==> src/design/erbd_pkg.sv <==
`default_nettype none

package erbd_pkg;

    // Width of the running total inside the block and its port width.
    localparam int TOTAL_BITS_DEFAULT = 24;
    localparam int TOTAL_OUT_BITS     = 24;

    // Entries in the token queue between the parser and the accumulator.
    localparam int QUEUE_DEPTH_DEFAULT = 4;

    localparam logic [7:0] EXT_FLAG_MASK   = 8'h80;
    localparam logic [6:0] EXT_HIGH_MASK   = 7'h7F;
    localparam logic [7:0] MARKER_DESC_MAX = 8'd2;

    typedef enum logic [2:0] {
        PH_IDLE  = 3'd0,
        PH_BYTE  = 3'd1,
        PH_DESC  = 3'd2,
        PH_EXT   = 3'd3,
        PH_VALUE = 3'd4
    } phase_t;

    // One decoded run, passed from the parser to the accumulator.
    // first restarts the running total before this run is added.
    typedef struct packed {
        logic [7:0]  value;
        logic [15:0] length;
        logic        eob;
        logic        trunc;
        logic        first;
    } token_t;

endpackage

`default_nettype wire

==> src/design/erbd_front.sv <==
`default_nettype none

module erbd_front
(
    input  wire logic            clk,
    input  wire logic            rst_n,
    input  wire logic            accept,
    input  wire logic [7:0]      data_byte,
    input  wire logic            block_start,
    input  wire logic            block_end,
    output logic                 tok_valid,
    output erbd_pkg::token_t     tok
);

    erbd_pkg::phase_t phase_reg, phase_next;
    logic [7:0]       marker_reg, marker_next;
    logic [14:0]      count_reg, count_next;
    logic             first_reg, first_next;
    logic             open_token;

    always_ff @(posedge clk or negedge rst_n)
    begin
        if (!rst_n)
        begin
            phase_reg  <= erbd_pkg::PH_IDLE;
            marker_reg <= 8'd0;
            count_reg  <= 15'd0;
            first_reg  <= 1'b0;
        end
        else
        begin
            phase_reg  <= phase_next;
            marker_reg <= marker_next;
            count_reg  <= count_next;
            first_reg  <= first_next;
        end
    end

    always_comb
    begin
        phase_next  = phase_reg;
        marker_next = marker_reg;
        count_next  = count_reg;
        first_next  = first_reg;
        tok_valid   = 1'b0;
        tok         = '0;
        open_token  = 1'b0;

        if (accept)
        begin
            if (block_start)
            begin
                marker_next = data_byte;
                count_next  = 15'd0;
                phase_next  = erbd_pkg::PH_BYTE;
                first_next  = 1'b1;
                if (block_end)
                begin
                    tok_valid  = 1'b1;
                    tok.eob    = 1'b1;
                    tok.first  = 1'b1;
                    first_next = 1'b0;
                    phase_next = erbd_pkg::PH_IDLE;
                end
            end
            else
            begin
                unique case (phase_reg)
                    erbd_pkg::PH_IDLE:
                    begin
                        phase_next = erbd_pkg::PH_IDLE;
                    end
                    erbd_pkg::PH_BYTE:
                    begin
                        if (data_byte != marker_reg)
                        begin
                            tok_valid  = 1'b1;
                            tok.value  = data_byte;
                            tok.length = 16'd1;
                        end
                        else
                        begin
                            phase_next = erbd_pkg::PH_DESC;
                            open_token = 1'b1;
                        end
                    end
                    erbd_pkg::PH_DESC:
                    begin
                        if (data_byte <= erbd_pkg::MARKER_DESC_MAX)
                        begin
                            tok_valid  = 1'b1;
                            tok.value  = marker_reg;
                            tok.length = {8'd0, data_byte} + 16'd1;
                            phase_next = erbd_pkg::PH_BYTE;
                        end
                        else if ((data_byte & erbd_pkg::EXT_FLAG_MASK) != 8'd0)
                        begin
                            count_next = {8'd0, data_byte[6:0] & erbd_pkg::EXT_HIGH_MASK};
                            phase_next = erbd_pkg::PH_EXT;
                            open_token = 1'b1;
                        end
                        else
                        begin
                            count_next = {7'd0, data_byte};
                            phase_next = erbd_pkg::PH_VALUE;
                            open_token = 1'b1;
                        end
                    end
                    erbd_pkg::PH_EXT:
                    begin
                        count_next = {count_reg[6:0], data_byte};
                        phase_next = erbd_pkg::PH_VALUE;
                        open_token = 1'b1;
                    end
                    erbd_pkg::PH_VALUE:
                    begin
                        tok_valid  = 1'b1;
                        tok.value  = data_byte;
                        tok.length = {1'b0, count_reg} + 16'd1;
                        phase_next = erbd_pkg::PH_BYTE;
                    end
                    default:
                    begin
                        phase_next = erbd_pkg::PH_IDLE;
                    end
                endcase

                // A block that ends while a token is still open is cut short.
                if (block_end && open_token)
                begin
                    tok_valid = 1'b1;
                    tok.trunc = 1'b1;
                end

                if (tok_valid)
                begin
                    tok.eob    = block_end;
                    tok.first  = first_reg;
                    first_next = 1'b0;
                    if (block_end)
                    begin
                        phase_next = erbd_pkg::PH_IDLE;
                    end
                end
            end
        end
    end

endmodule

`default_nettype wire

==> src/design/erbd_queue.sv <==
`default_nettype none

module erbd_queue
#(
    parameter int DEPTH = erbd_pkg::QUEUE_DEPTH_DEFAULT
)
(
    input  wire logic             clk,
    input  wire logic             rst_n,
    input  wire logic             push,
    input  wire erbd_pkg::token_t push_tok,
    input  wire logic             pop,
    output logic                  not_full,
    output logic                  not_empty,
    output erbd_pkg::token_t      head_tok
);

    localparam int PTR_W = (DEPTH > 1) ? $clog2(DEPTH) : 1;
    localparam int CNT_W = $clog2(DEPTH + 1);

    erbd_pkg::token_t  entry_reg [DEPTH];
    logic [PTR_W-1:0]  wr_ptr_reg, wr_ptr_next;
    logic [PTR_W-1:0]  rd_ptr_reg, rd_ptr_next;
    logic [CNT_W-1:0]  count_reg, count_next;
    logic              do_push, do_pop;

    assign not_full  = (count_reg != CNT_W'(DEPTH));
    assign not_empty = (count_reg != '0);
    assign head_tok  = entry_reg[rd_ptr_reg];
    assign do_push   = push && not_full;
    assign do_pop    = pop && not_empty;

    always_comb
    begin
        wr_ptr_next = wr_ptr_reg;
        rd_ptr_next = rd_ptr_reg;
        count_next  = count_reg;
        if (do_push)
        begin
            wr_ptr_next = (wr_ptr_reg == PTR_W'(DEPTH - 1)) ? '0 : wr_ptr_reg + 1'b1;
        end
        if (do_pop)
        begin
            rd_ptr_next = (rd_ptr_reg == PTR_W'(DEPTH - 1)) ? '0 : rd_ptr_reg + 1'b1;
        end
        if (do_push && !do_pop)
        begin
            count_next = count_reg + 1'b1;
        end
        else if (do_pop && !do_push)
        begin
            count_next = count_reg - 1'b1;
        end
    end

    always_ff @(posedge clk or negedge rst_n)
    begin
        if (!rst_n)
        begin
            wr_ptr_reg <= '0;
            rd_ptr_reg <= '0;
            count_reg  <= '0;
        end
        else
        begin
            wr_ptr_reg <= wr_ptr_next;
            rd_ptr_reg <= rd_ptr_next;
            count_reg  <= count_next;
        end
    end

    always_ff @(posedge clk)
    begin
        if (do_push)
        begin
            entry_reg[wr_ptr_reg] <= push_tok;
        end
    end

endmodule

`default_nettype wire

==> src/design/erbd_back.sv <==
`default_nettype none

module erbd_back
#(
    parameter int TOTAL_BITS = erbd_pkg::TOTAL_BITS_DEFAULT
)
(
    input  wire logic             clk,
    input  wire logic             rst_n,
    input  wire logic             tok_valid,
    input  wire erbd_pkg::token_t tok,
    output logic                  tok_pop,
    output logic                  out_valid,
    input  wire logic             out_ready,
    output logic [7:0]            run_value,
    output logic [15:0]           run_length,
    output logic                  end_of_block,
    output logic [erbd_pkg::TOTAL_OUT_BITS-1:0] total_length,
    output logic                  truncated
);

    localparam int OUT_W = erbd_pkg::TOTAL_OUT_BITS;
    localparam int WIDE_W = (TOTAL_BITS > OUT_W) ? TOTAL_BITS : OUT_W;

    logic                  valid_reg, valid_next;
    logic [7:0]            value_reg;
    logic [15:0]           length_reg;
    logic                  eob_reg;
    logic                  trunc_reg;
    logic [TOTAL_BITS-1:0] total_reg, total_next;
    logic [TOTAL_BITS-1:0] base;
    logic [TOTAL_BITS:0]   sum;
    logic [WIDE_W-1:0]     total_wide;
    logic                  load;

    assign load    = tok_valid && (!valid_reg || out_ready);
    assign tok_pop = load;

    // The running total saturates; the carry out of the add flags overflow.
    always_comb
    begin
        base       = tok.first ? '0 : total_reg;
        sum        = {1'b0, base} + (TOTAL_BITS + 1)'(tok.length);
        total_next = sum[TOTAL_BITS] ? '1 : sum[TOTAL_BITS-1:0];
        valid_next = load ? 1'b1 : (out_ready ? 1'b0 : valid_reg);
    end

    always_ff @(posedge clk or negedge rst_n)
    begin
        if (!rst_n)
        begin
            valid_reg <= 1'b0;
            total_reg <= '0;
        end
        else
        begin
            valid_reg <= valid_next;
            if (load)
            begin
                total_reg <= total_next;
            end
        end
    end

    always_ff @(posedge clk)
    begin
        if (load)
        begin
            value_reg  <= tok.value;
            length_reg <= tok.length;
            eob_reg    <= tok.eob;
            trunc_reg  <= tok.trunc;
        end
    end

    assign total_wide   = WIDE_W'(total_reg);
    assign total_length = (total_wide > WIDE_W'({OUT_W{1'b1}})) ? {OUT_W{1'b1}}
                                                                : total_wide[OUT_W-1:0];
    assign out_valid    = valid_reg;
    assign run_value    = value_reg;
    assign run_length   = length_reg;
    assign end_of_block = eob_reg;
    assign truncated    = trunc_reg;

endmodule

`default_nettype wire

==> src/design/escape_rle_byte_decoder.sv <==
// Escape-marker run-length decoder that turns a compressed byte stream into
// run tokens (value, length) plus a saturating running total per block.
// Input channel: in_valid/in_ready carry data_byte, block_start, block_end.
// The byte flagged by block_start is the block's escape marker.
// Output channel: out_valid/out_ready carry run_value, run_length,
// end_of_block, total_length and truncated, at most one token per byte.
// Throughput is one byte per cycle while the token queue has room; the parser
// decides each byte as it is accepted, and the accumulator adds one run per
// cycle unless the output is stalled. The edge that accepts a byte writes its
// token into the token queue; the output register then loads the token from
// the queue head once the output is not stalled.
// When the receiver stalls, tokens collect in the queue and in_ready drops
// only once the queue is full; the parser and accumulator stall separately.
// Reset empties the queue and the output register and returns the parser to
// waiting for a block start; bytes without block_start are then ignored.
`default_nettype none

module escape_rle_byte_decoder
#(
    parameter int TOTAL_BITS  = erbd_pkg::TOTAL_BITS_DEFAULT,
    parameter int QUEUE_DEPTH = erbd_pkg::QUEUE_DEPTH_DEFAULT
)
(
    input  wire logic        clk,
    input  wire logic        rst_n,
    input  wire logic        in_valid,
    output logic             in_ready,
    input  wire logic [7:0]  data_byte,
    input  wire logic        block_start,
    input  wire logic        block_end,
    output logic             out_valid,
    input  wire logic        out_ready,
    output logic [7:0]       run_value,
    output logic [15:0]      run_length,
    output logic             end_of_block,
    output logic [erbd_pkg::TOTAL_OUT_BITS-1:0] total_length,
    output logic             truncated
);

    logic             accept;
    logic             front_valid;
    erbd_pkg::token_t front_tok;
    logic             q_not_full;
    logic             q_not_empty;
    erbd_pkg::token_t q_tok;
    logic             q_pop;

    assign in_ready = q_not_full;
    assign accept   = in_valid && q_not_full;

    erbd_front u_front
    (
        .clk         (clk),
        .rst_n       (rst_n),
        .accept      (accept),
        .data_byte   (data_byte),
        .block_start (block_start),
        .block_end   (block_end),
        .tok_valid   (front_valid),
        .tok         (front_tok)
    );

    erbd_queue #(.DEPTH(QUEUE_DEPTH)) u_queue
    (
        .clk       (clk),
        .rst_n     (rst_n),
        .push      (front_valid),
        .push_tok  (front_tok),
        .pop       (q_pop),
        .not_full  (q_not_full),
        .not_empty (q_not_empty),
        .head_tok  (q_tok)
    );

    erbd_back #(.TOTAL_BITS(TOTAL_BITS)) u_back
    (
        .clk          (clk),
        .rst_n        (rst_n),
        .tok_valid    (q_not_empty),
        .tok          (q_tok),
        .tok_pop      (q_pop),
        .out_valid    (out_valid),
        .out_ready    (out_ready),
        .run_value    (run_value),
        .run_length   (run_length),
        .end_of_block (end_of_block),
        .total_length (total_length),
        .truncated    (truncated)
    );

    // A truncated token carries no run and always closes its block.
    a_trunc_closes: assert property (@(posedge clk) disable iff (!rst_n)
        (out_valid && truncated) |-> (run_length == 16'd0 && end_of_block && run_value == 8'd0))
        else $error("truncated token with a run or without end of block");

    // An empty run only ever ends a block.
    a_empty_ends: assert property (@(posedge clk) disable iff (!rst_n)
        (out_valid && run_length == 16'd0) |-> end_of_block)
        else $error("empty run that does not end a block");

    // An empty run that is not a truncation is a marker-only block.
    a_marker_only: assert property (@(posedge clk) disable iff (!rst_n)
        (out_valid && run_length == 16'd0 && !truncated) |-> (total_length == '0))
        else $error("marker-only block with nonzero total");

    // A run never exceeds the longest extended count.
    a_run_max: assert property (@(posedge clk) disable iff (!rst_n)
        out_valid |-> (run_length <= 16'd32768))
        else $error("run length out of range");

endmodule

`default_nettype wire

==> config.mk <==
export PLATFORM = sky130hd
export DESIGN_NAME = escape_rle_byte_decoder
export DESIGN_NICKNAME = d
export VERILOG_FILES = /design/src/design/erbd_pkg.sv /design/src/design/erbd_front.sv /design/src/design/erbd_queue.sv /design/src/design/erbd_back.sv /design/src/design/escape_rle_byte_decoder.sv
export SDC_FILE = /design/constraint.sdc
export NUM_CORES = 1
export LEC_CHECK = 0
export BUFFER_PORTS_ARGS = -buffer_cell sky130_fd_sc_hd__buf_2
export CAP_MARGIN = 15
export CORE_ASPECT_RATIO = 0.75
export CORE_MARGIN = 2
export CORE_UTILIZATION = 50
export CTS_BUF_LIST = sky130_fd_sc_hd__clkbuf_8 sky130_fd_sc_hd__clkbuf_16
export DETAILED_ROUTE_END_ITERATION = 7
export PLACE_DENSITY = 0.77
export SYNTH_ARGS = -nofsm -noshare
export SYNTH_HDL_FRONTEND = slang
export SYNTH_SLANG_ARGS = --single-unit
==> constraint.sdc <==
create_clock -name clk -period 5.15 [get_ports clk]
set_input_delay 0 -clock clk [delete_from_list [all_inputs] [get_ports clk]]
set_output_delay 0 -clock clk [all_outputs]
set_load 0.005 [all_outputs]
== Word level (Yosys, flattened, before mapping) ==
Memories as Yosys holds them, arrays and structs flattened.
Cells that the tools add are included.

* Order comparisons: 2
* Equality and inequality tests: 9
* Add/sub/neg operators: 7
* Multiplexer cells: 50
* Reductions and logical operators: 19

{| class="wikitable"
|+ Operators by type and width
! cell !! number
|-
| 24-bit two-way mux || 6
|-
| 24-bit case mux with 3 select lines || 1
|-
| 15-bit two-way mux || 2
|-
| 15-bit case mux with 2 select lines || 1
|-
| 27-bit two-way mux || 1
|-
| 1-bit two-way mux || 26
|-
| 24-bit by 16-bit adder with 25-bit output || 1
|-
| 24-bit > comparator, second input constant || 1
|-
| 3-bit two-way mux || 8
|-
| 15-bit by 1-bit adder with 16-bit output, second input constant || 1
|-
| 3-bit case mux with 4 select lines || 1
|-
| 8-bit by 1-bit adder with 9-bit output, second input constant || 1
|-
| 8-bit by 2-bit less-or-equal comparator with 1-bit output, second input constant || 1
|-
| 8-bit inequality test || 1
|-
| 1-bit logical AND || 7
|-
| 3-bit by 2-bit == test with 1-bit output, second input constant || 2
|-
| 3-bit inequality test, second input constant || 2
|-
| 1-bit case mux with 3 select lines || 2
|-
| 2-bit nonzero test || 3
|-
| 3-bit nonzero test || 2
|-
| 2-bit by 1-bit adder with 2-bit output, second input constant || 2
|-
| 2-bit == test, second input constant || 2
|-
| 2-bit two-way mux || 2
|-
| 2-bit AND reduction || 2
|-
| 7 further kinds || 9
|}

* Output and inout bits: 52
* Bits in registers: 85
* Memory bits (writable): 108
* Input bits: 14
* Logic and storage cells: 101
* Memories kept: 1

{| class="wikitable"
|+ Memories
! name !! words !! bits a word !! rd ports !! clocked after Yosys merged registers in !! wr ports !! line !! RTL
|-
| u_queue.entry_reg || 4 || 27 || 1 || 0 || 1 || erbd_queue.sv:21 || <nowiki>erbd_pkg::token_t entry_reg [DEPTH];</nowiki>
|}

== Longest topological paths before layout ==
* Word-level depth: 16
* Mapped depth: 14
* Mapped depth without buffers: 13

== Hierarchy ==
A second synthesis with hierarchy kept.

* Cells, all modules: 707
* Area, all modules: 9347.7 um^2

{| class="wikitable"
|+ By module, submodules not included
! module !! area each (um^2) !! times used !! seq. area each (um^2) !! cells an instance
|-
| erbd_queue || 4330.4 || 1 || 3418.3 || 177
|-
| erbd_back || 3160.5 || 1 || 1406.3 || 320
|-
| erbd_front || 1850.5 || 1 || 675.6 || 209
|-
| escape_rle_byte_decoder || 6.3 || 1 || 0.0 || 1
|}

== Worst setup path before layout ==
No wires, ideal clock.

* Path kind: register -> register
* From: register u_queue.rd_ptr_reg[0]
* To: register u_back.total_reg[19]
* Required time: 5.024 ns
* Cell stages (with the launch flop): 11
* Path buffers: 2
* Period minus slack after synthesis: 3.992 ns
* Arrival: 3.866 ns
* Setup slack: 1.158 ns
* Setup time: 0.126 ns
* Cells stage by stage: dfrtp_1 -> buf_2 -> buf_1 -> mux4_2 -> ha_1 -> a2111oi_2 -> nor3_1 -> a211oi_1 -> a211oi_1 -> a211o_1 -> a221o_1

{| class="wikitable"
|+ RTL lines
! what !! line !! RTL
|-
| start: declaration || erbd_queue.sv:23 || <nowiki>logic [PTR_W-1:0] rd_ptr_reg, rd_ptr_next;</nowiki>
|-
| start signal: assignment || erbd_queue.sv:67 || <nowiki>rd_ptr_reg <= rd_ptr_next;</nowiki>
|-
| end signal: assignment || erbd_back.sv:60 || <nowiki>total_reg <= total_next;</nowiki>
|-
| end: declaration || erbd_back.sv:30 || <nowiki>logic [TOTAL_BITS-1:0] total_reg, total_next;</nowiki>
|}

== Final worst setup path ==
* From: register u_queue.rd_ptr_reg[0]
* To: register u_back.total_reg[6]

* Cells in the longest elaborated chain, start to end: 4

{| class="wikitable"
|+ RTL lines
! what !! line !! RTL
|-
| memory read 4 x 27 bit (*) || n/a ||
|-
| 24-bit two-way mux || erbd_back.sv:42 || <nowiki>base = tok.first ? '0 : total_reg;</nowiki>
|-
| 24-bit by 16-bit adder with 25-bit output (*) || erbd_back.sv:43 || <nowiki>sum = {1'b0, base} + (TOTAL_BITS + 1)'(tok.length);</nowiki>
|-
| 24-bit two-way mux (*) || erbd_back.sv:44 || <nowiki>total_next = sum[TOTAL_BITS] ? '1 : sum[TOTAL_BITS-1:0];</nowiki>
|}

Mark *: on every way between the ends. The rest lies on a longest branch, timed or not.
A chain may end at the register's enable or synchronous reset.

==> run_results.csv <==
group,metric,value,unit
floorplan,initial_core_util,0.5131,
global_routing,top_usage_layer,"met2",
routing,detail-route-antenna-nets,0,
global_routing,overflow,0,
setup_path,crit_path_end_kind,"register",
floorplan,ios,66,
clock_tree,cts_buffer_depth,2,
placed_design,routabilityCongestion,0.8982,
power,irDropWorstVdd,0.3335,mV
setup_path,path_cells,"mux4_2 -> nor2b_1 -> ha_1 -> inv_1 -> fa_1 -> nand2b_1 -> a21oi_1 -> o211ai_1 -> a21oi_1 -> inv_1 -> a31oi_1",
routing,wl,19.48,mm
routing,drc,0,
global_routing,met3_usage,0.04666,
timing,worstMarginPinSlew,1.025,ns
layout,area_growth,13.49,%
worst_hold_path,min-delay-start,"in_valid",
synth,netlist.area_leader.share,0.4428,
layout,final_cell_mix,"edfxtp_1, nor2_1, buf_2, dfrtp_1, nand2_1",
clock_tree,cts-htree-levels,4,
global_routing,track_usage,0.2125,
routing,drt_iter0_drc,756,
setup_path,reg2reg_from,"u_queue.rd_ptr_reg[0]",
layout,largest_reg_flops,108,
layout,drive_gt1_frac,0.2069,
placed_design,io_buffer_count,65,
setup_path,path_max_fanout,25,
synth,synth_top_cells_by_area,"edfxtp_1, dfrtp_1, mux4_2, ha_1, nor2_1",
clock_tree,numCtsBuffers,17,
timing,fin_crit_sh,0.8237,
synth,syn-instance-count,690,
worst_hold_path,hold_path_class,"input pin to register",
clock_tree,cts_sinks,193,
timing,fmaxAchievable,235.7,MHz
floorplan,rows,42,
layout,final_common_cell,"edfxtp_1",
timing,holdWs,0.09607,ns
setup_path,cpPeakStageDelay,0.83,ns
timing,finalCriticalPeriod,4.242,ns
setup_path,worst_ep_required_time,5.51,ns
floorplan,die_height,120.8,µm
floorplan,dieArea,19280,µm²
setup_path,worst-path-buf-inv,2,
global_routing,grt_antenna_before_repair,0,
setup_path,crit_family,"compound AO/OA/AOI/OAI gates",
power,power_leakage,3.891,nW
timing,relSlewSlack,0.3110,
timing,slew_violations,0,
placed_design,dp_hpwl,13.11,mm
setup_path,crit_path_start,"u_queue.rd_ptr_reg[0]",
timing,fin_setup_tns,0,ns
synth,yosys_warnings,0,
layout,diodes,0,
layout,fin_util,0.5824,
synth,synth_ff_type,"edfxtp_1",
routing,wl_per_cell,19.46,µm
status,status,"completed",
floorplan,core,17710,µm²
synth,synth_edf_count,134,
global_routing,first_global_vias,5740,
setup_path,slowest_stage,"mux4_2",
clock_tree,clk_latency,0.44,ns
setup_path,crit_path_start_kind,"register",
synth,yosys.area.top_type,"edfxtp_1",
synth,ys_async_sr_fraction,0.3057,
clock_tree,clk_pin_slew,0.07,ns
floorplan,die_w,159.7,µm
global_routing,grt_max_degree,60,
synth,seq_area_frac_synth,0.6053,
timing,setup_viol,0,
global_routing,met2_usage,0.3277,
synth,yosys_register_bits,193,
layout,final_net_count,787,
synth,yosys.cell_types.count,65,
global_routing,grt_util_met1,0.2984,
setup_path,critPathArrivalTime,4.60,ns
clock_tree,cts_tree,"built",
routing,firstDrtPassIters,6,
clock_tree,cts-root-buf,"clkbuf_16",
global_routing,grt_pass1_wl,31.09,mm
power,power.density,606.7,nW/µm²
synth,syn_nets,731,
timing,hold_violations,0,
routing,vias,5894,
routing,vias_per_cell,5.888,
setup_path,worstSetupPathType,"register to register",
synth,syn-cell-area,9087,µm²
job,cap_violations,0,
synth,synth_area_per_cell,13.17,µm²
timing,skew,0.007395,ns
timing,rsz0062_at_grt,"no",
[worst reg2reg max path: stages, from the launching register on]
cell and delay (ns):
dfrtp_2 0.63, mux4_2 0.83, nor2b_1 0.21, ha_1 0.20, inv_1 0.06, fa_1 0.38, nand2b_1 0.17, a21oi_1 0.23
o211ai_1 0.21, a21oi_1 0.53, inv_1 0.40, a31oi_1 0.29
[path summary, 6_finish.rpt]
check | endpoint | depth (start not counted) | slack [ns]
max in group asynchronous | u_queue.rd_ptr_reg[0] | 3 | 4.33
setup reg to reg | u_back.total_reg[6] | 11 | 0.91
hold reg to reg | u_back.total_reg[0] | 2 | 0.52
hold / removal | u_front.phase_reg[2] | 3 | 0.1
setup / recovery | u_back.total_reg[6] | 11 | 0.91
min in group asynchronous | u_back.total_reg[7] | 3 | 0.25
[final cells by class]
cell class | instances | area [µm²]
Clock buffer | 20 | 466.7
Clock inverter | 12 | 127.6
Fill cell | 1368 | 7396
Inverter | 23 | 86.33
Multi-Input combinational cell | 425 | 3316
Sequential cell | 193 | 5502
Tap cell | 242 | 302.8
Timing Repair Buffer | 86 | 513.0
[stage by stage]
| stage | area (µm²) | worst slack, ns | std cells | power (W) |
|---|---|---|---|---|
| 2_1_floorplan | 9087 | 1.158 | 690 | 0.004172 |
| 3_3_place_gp | 9599 | 1.145 | 957 | 0.004831 |
| 3_5_place_dp | 9599 | 0.9991 | 957 | 0.004910 |
| 4_1_cts | 10310 | 1.004 | 1001 | 0.006269 |
| 5_1_grt | 10310 | 0.6006 | 1001 | 0.006666 |
| 6_report | 10310 | 0.9080 | 1001 | 0.006258 |
[what timing repair did]
action	4_1_cts	5_1_grt
gates resized for setup	0	0
hold endpoints to repair	79	0
buffers inserted	0	0
hold buffers	12	0
[cells in the mapped netlist, types with 4 or more instances]
cell type and instances:
nand2b_1 8, a21oi_1 27, a22o_1 14, xor2_1 19, and3_1 5, edfxtp_1 134
nand2_1 32, nand3_1 12, inv_1 22, nor2_1 68, ha_1 25, a21o_1 6
nand4_1 7, xnor2_1 20, mux4_2 27, mux2_2 11, o21ai_0 22, a211o_1 4
dfrtp_1 59, nor3_1 13, and2_2 4, nor2b_1 15, a22oi_1 11, a31oi_1 9
o211ai_1 12, clkbuf_1 43
[logic make-up after synthesis]
group / synth area share
buffers and inverters: 0.03043
AO/OA/AOI/OAI: 0.1111
AND/OR/NAND/NOR: 0.09294
adder cells (fa/ha/maj): 0.03883
multiplexers: 0.08385
XOR/XNOR: 0.03759
flip-flops: 0.6053
[power by group]
part,total [W],switching [W],internal [W]
clock,0.00133,0.000573,0.000755
combinational,0.00261,0.00150,0.00111
sequential,0.00232,0.000231,0.00209
total,0.00626,0.00230,0.00396
[per-layer routing]
layer	part of all wire	vias to the layer above
li1	-	2709
met1	0.44	2912
met2	0.46	242
met3	0.069	31
met4	0.023	0
met5	0	-
No activity file was read; power rests on OpenSTA's default activity.
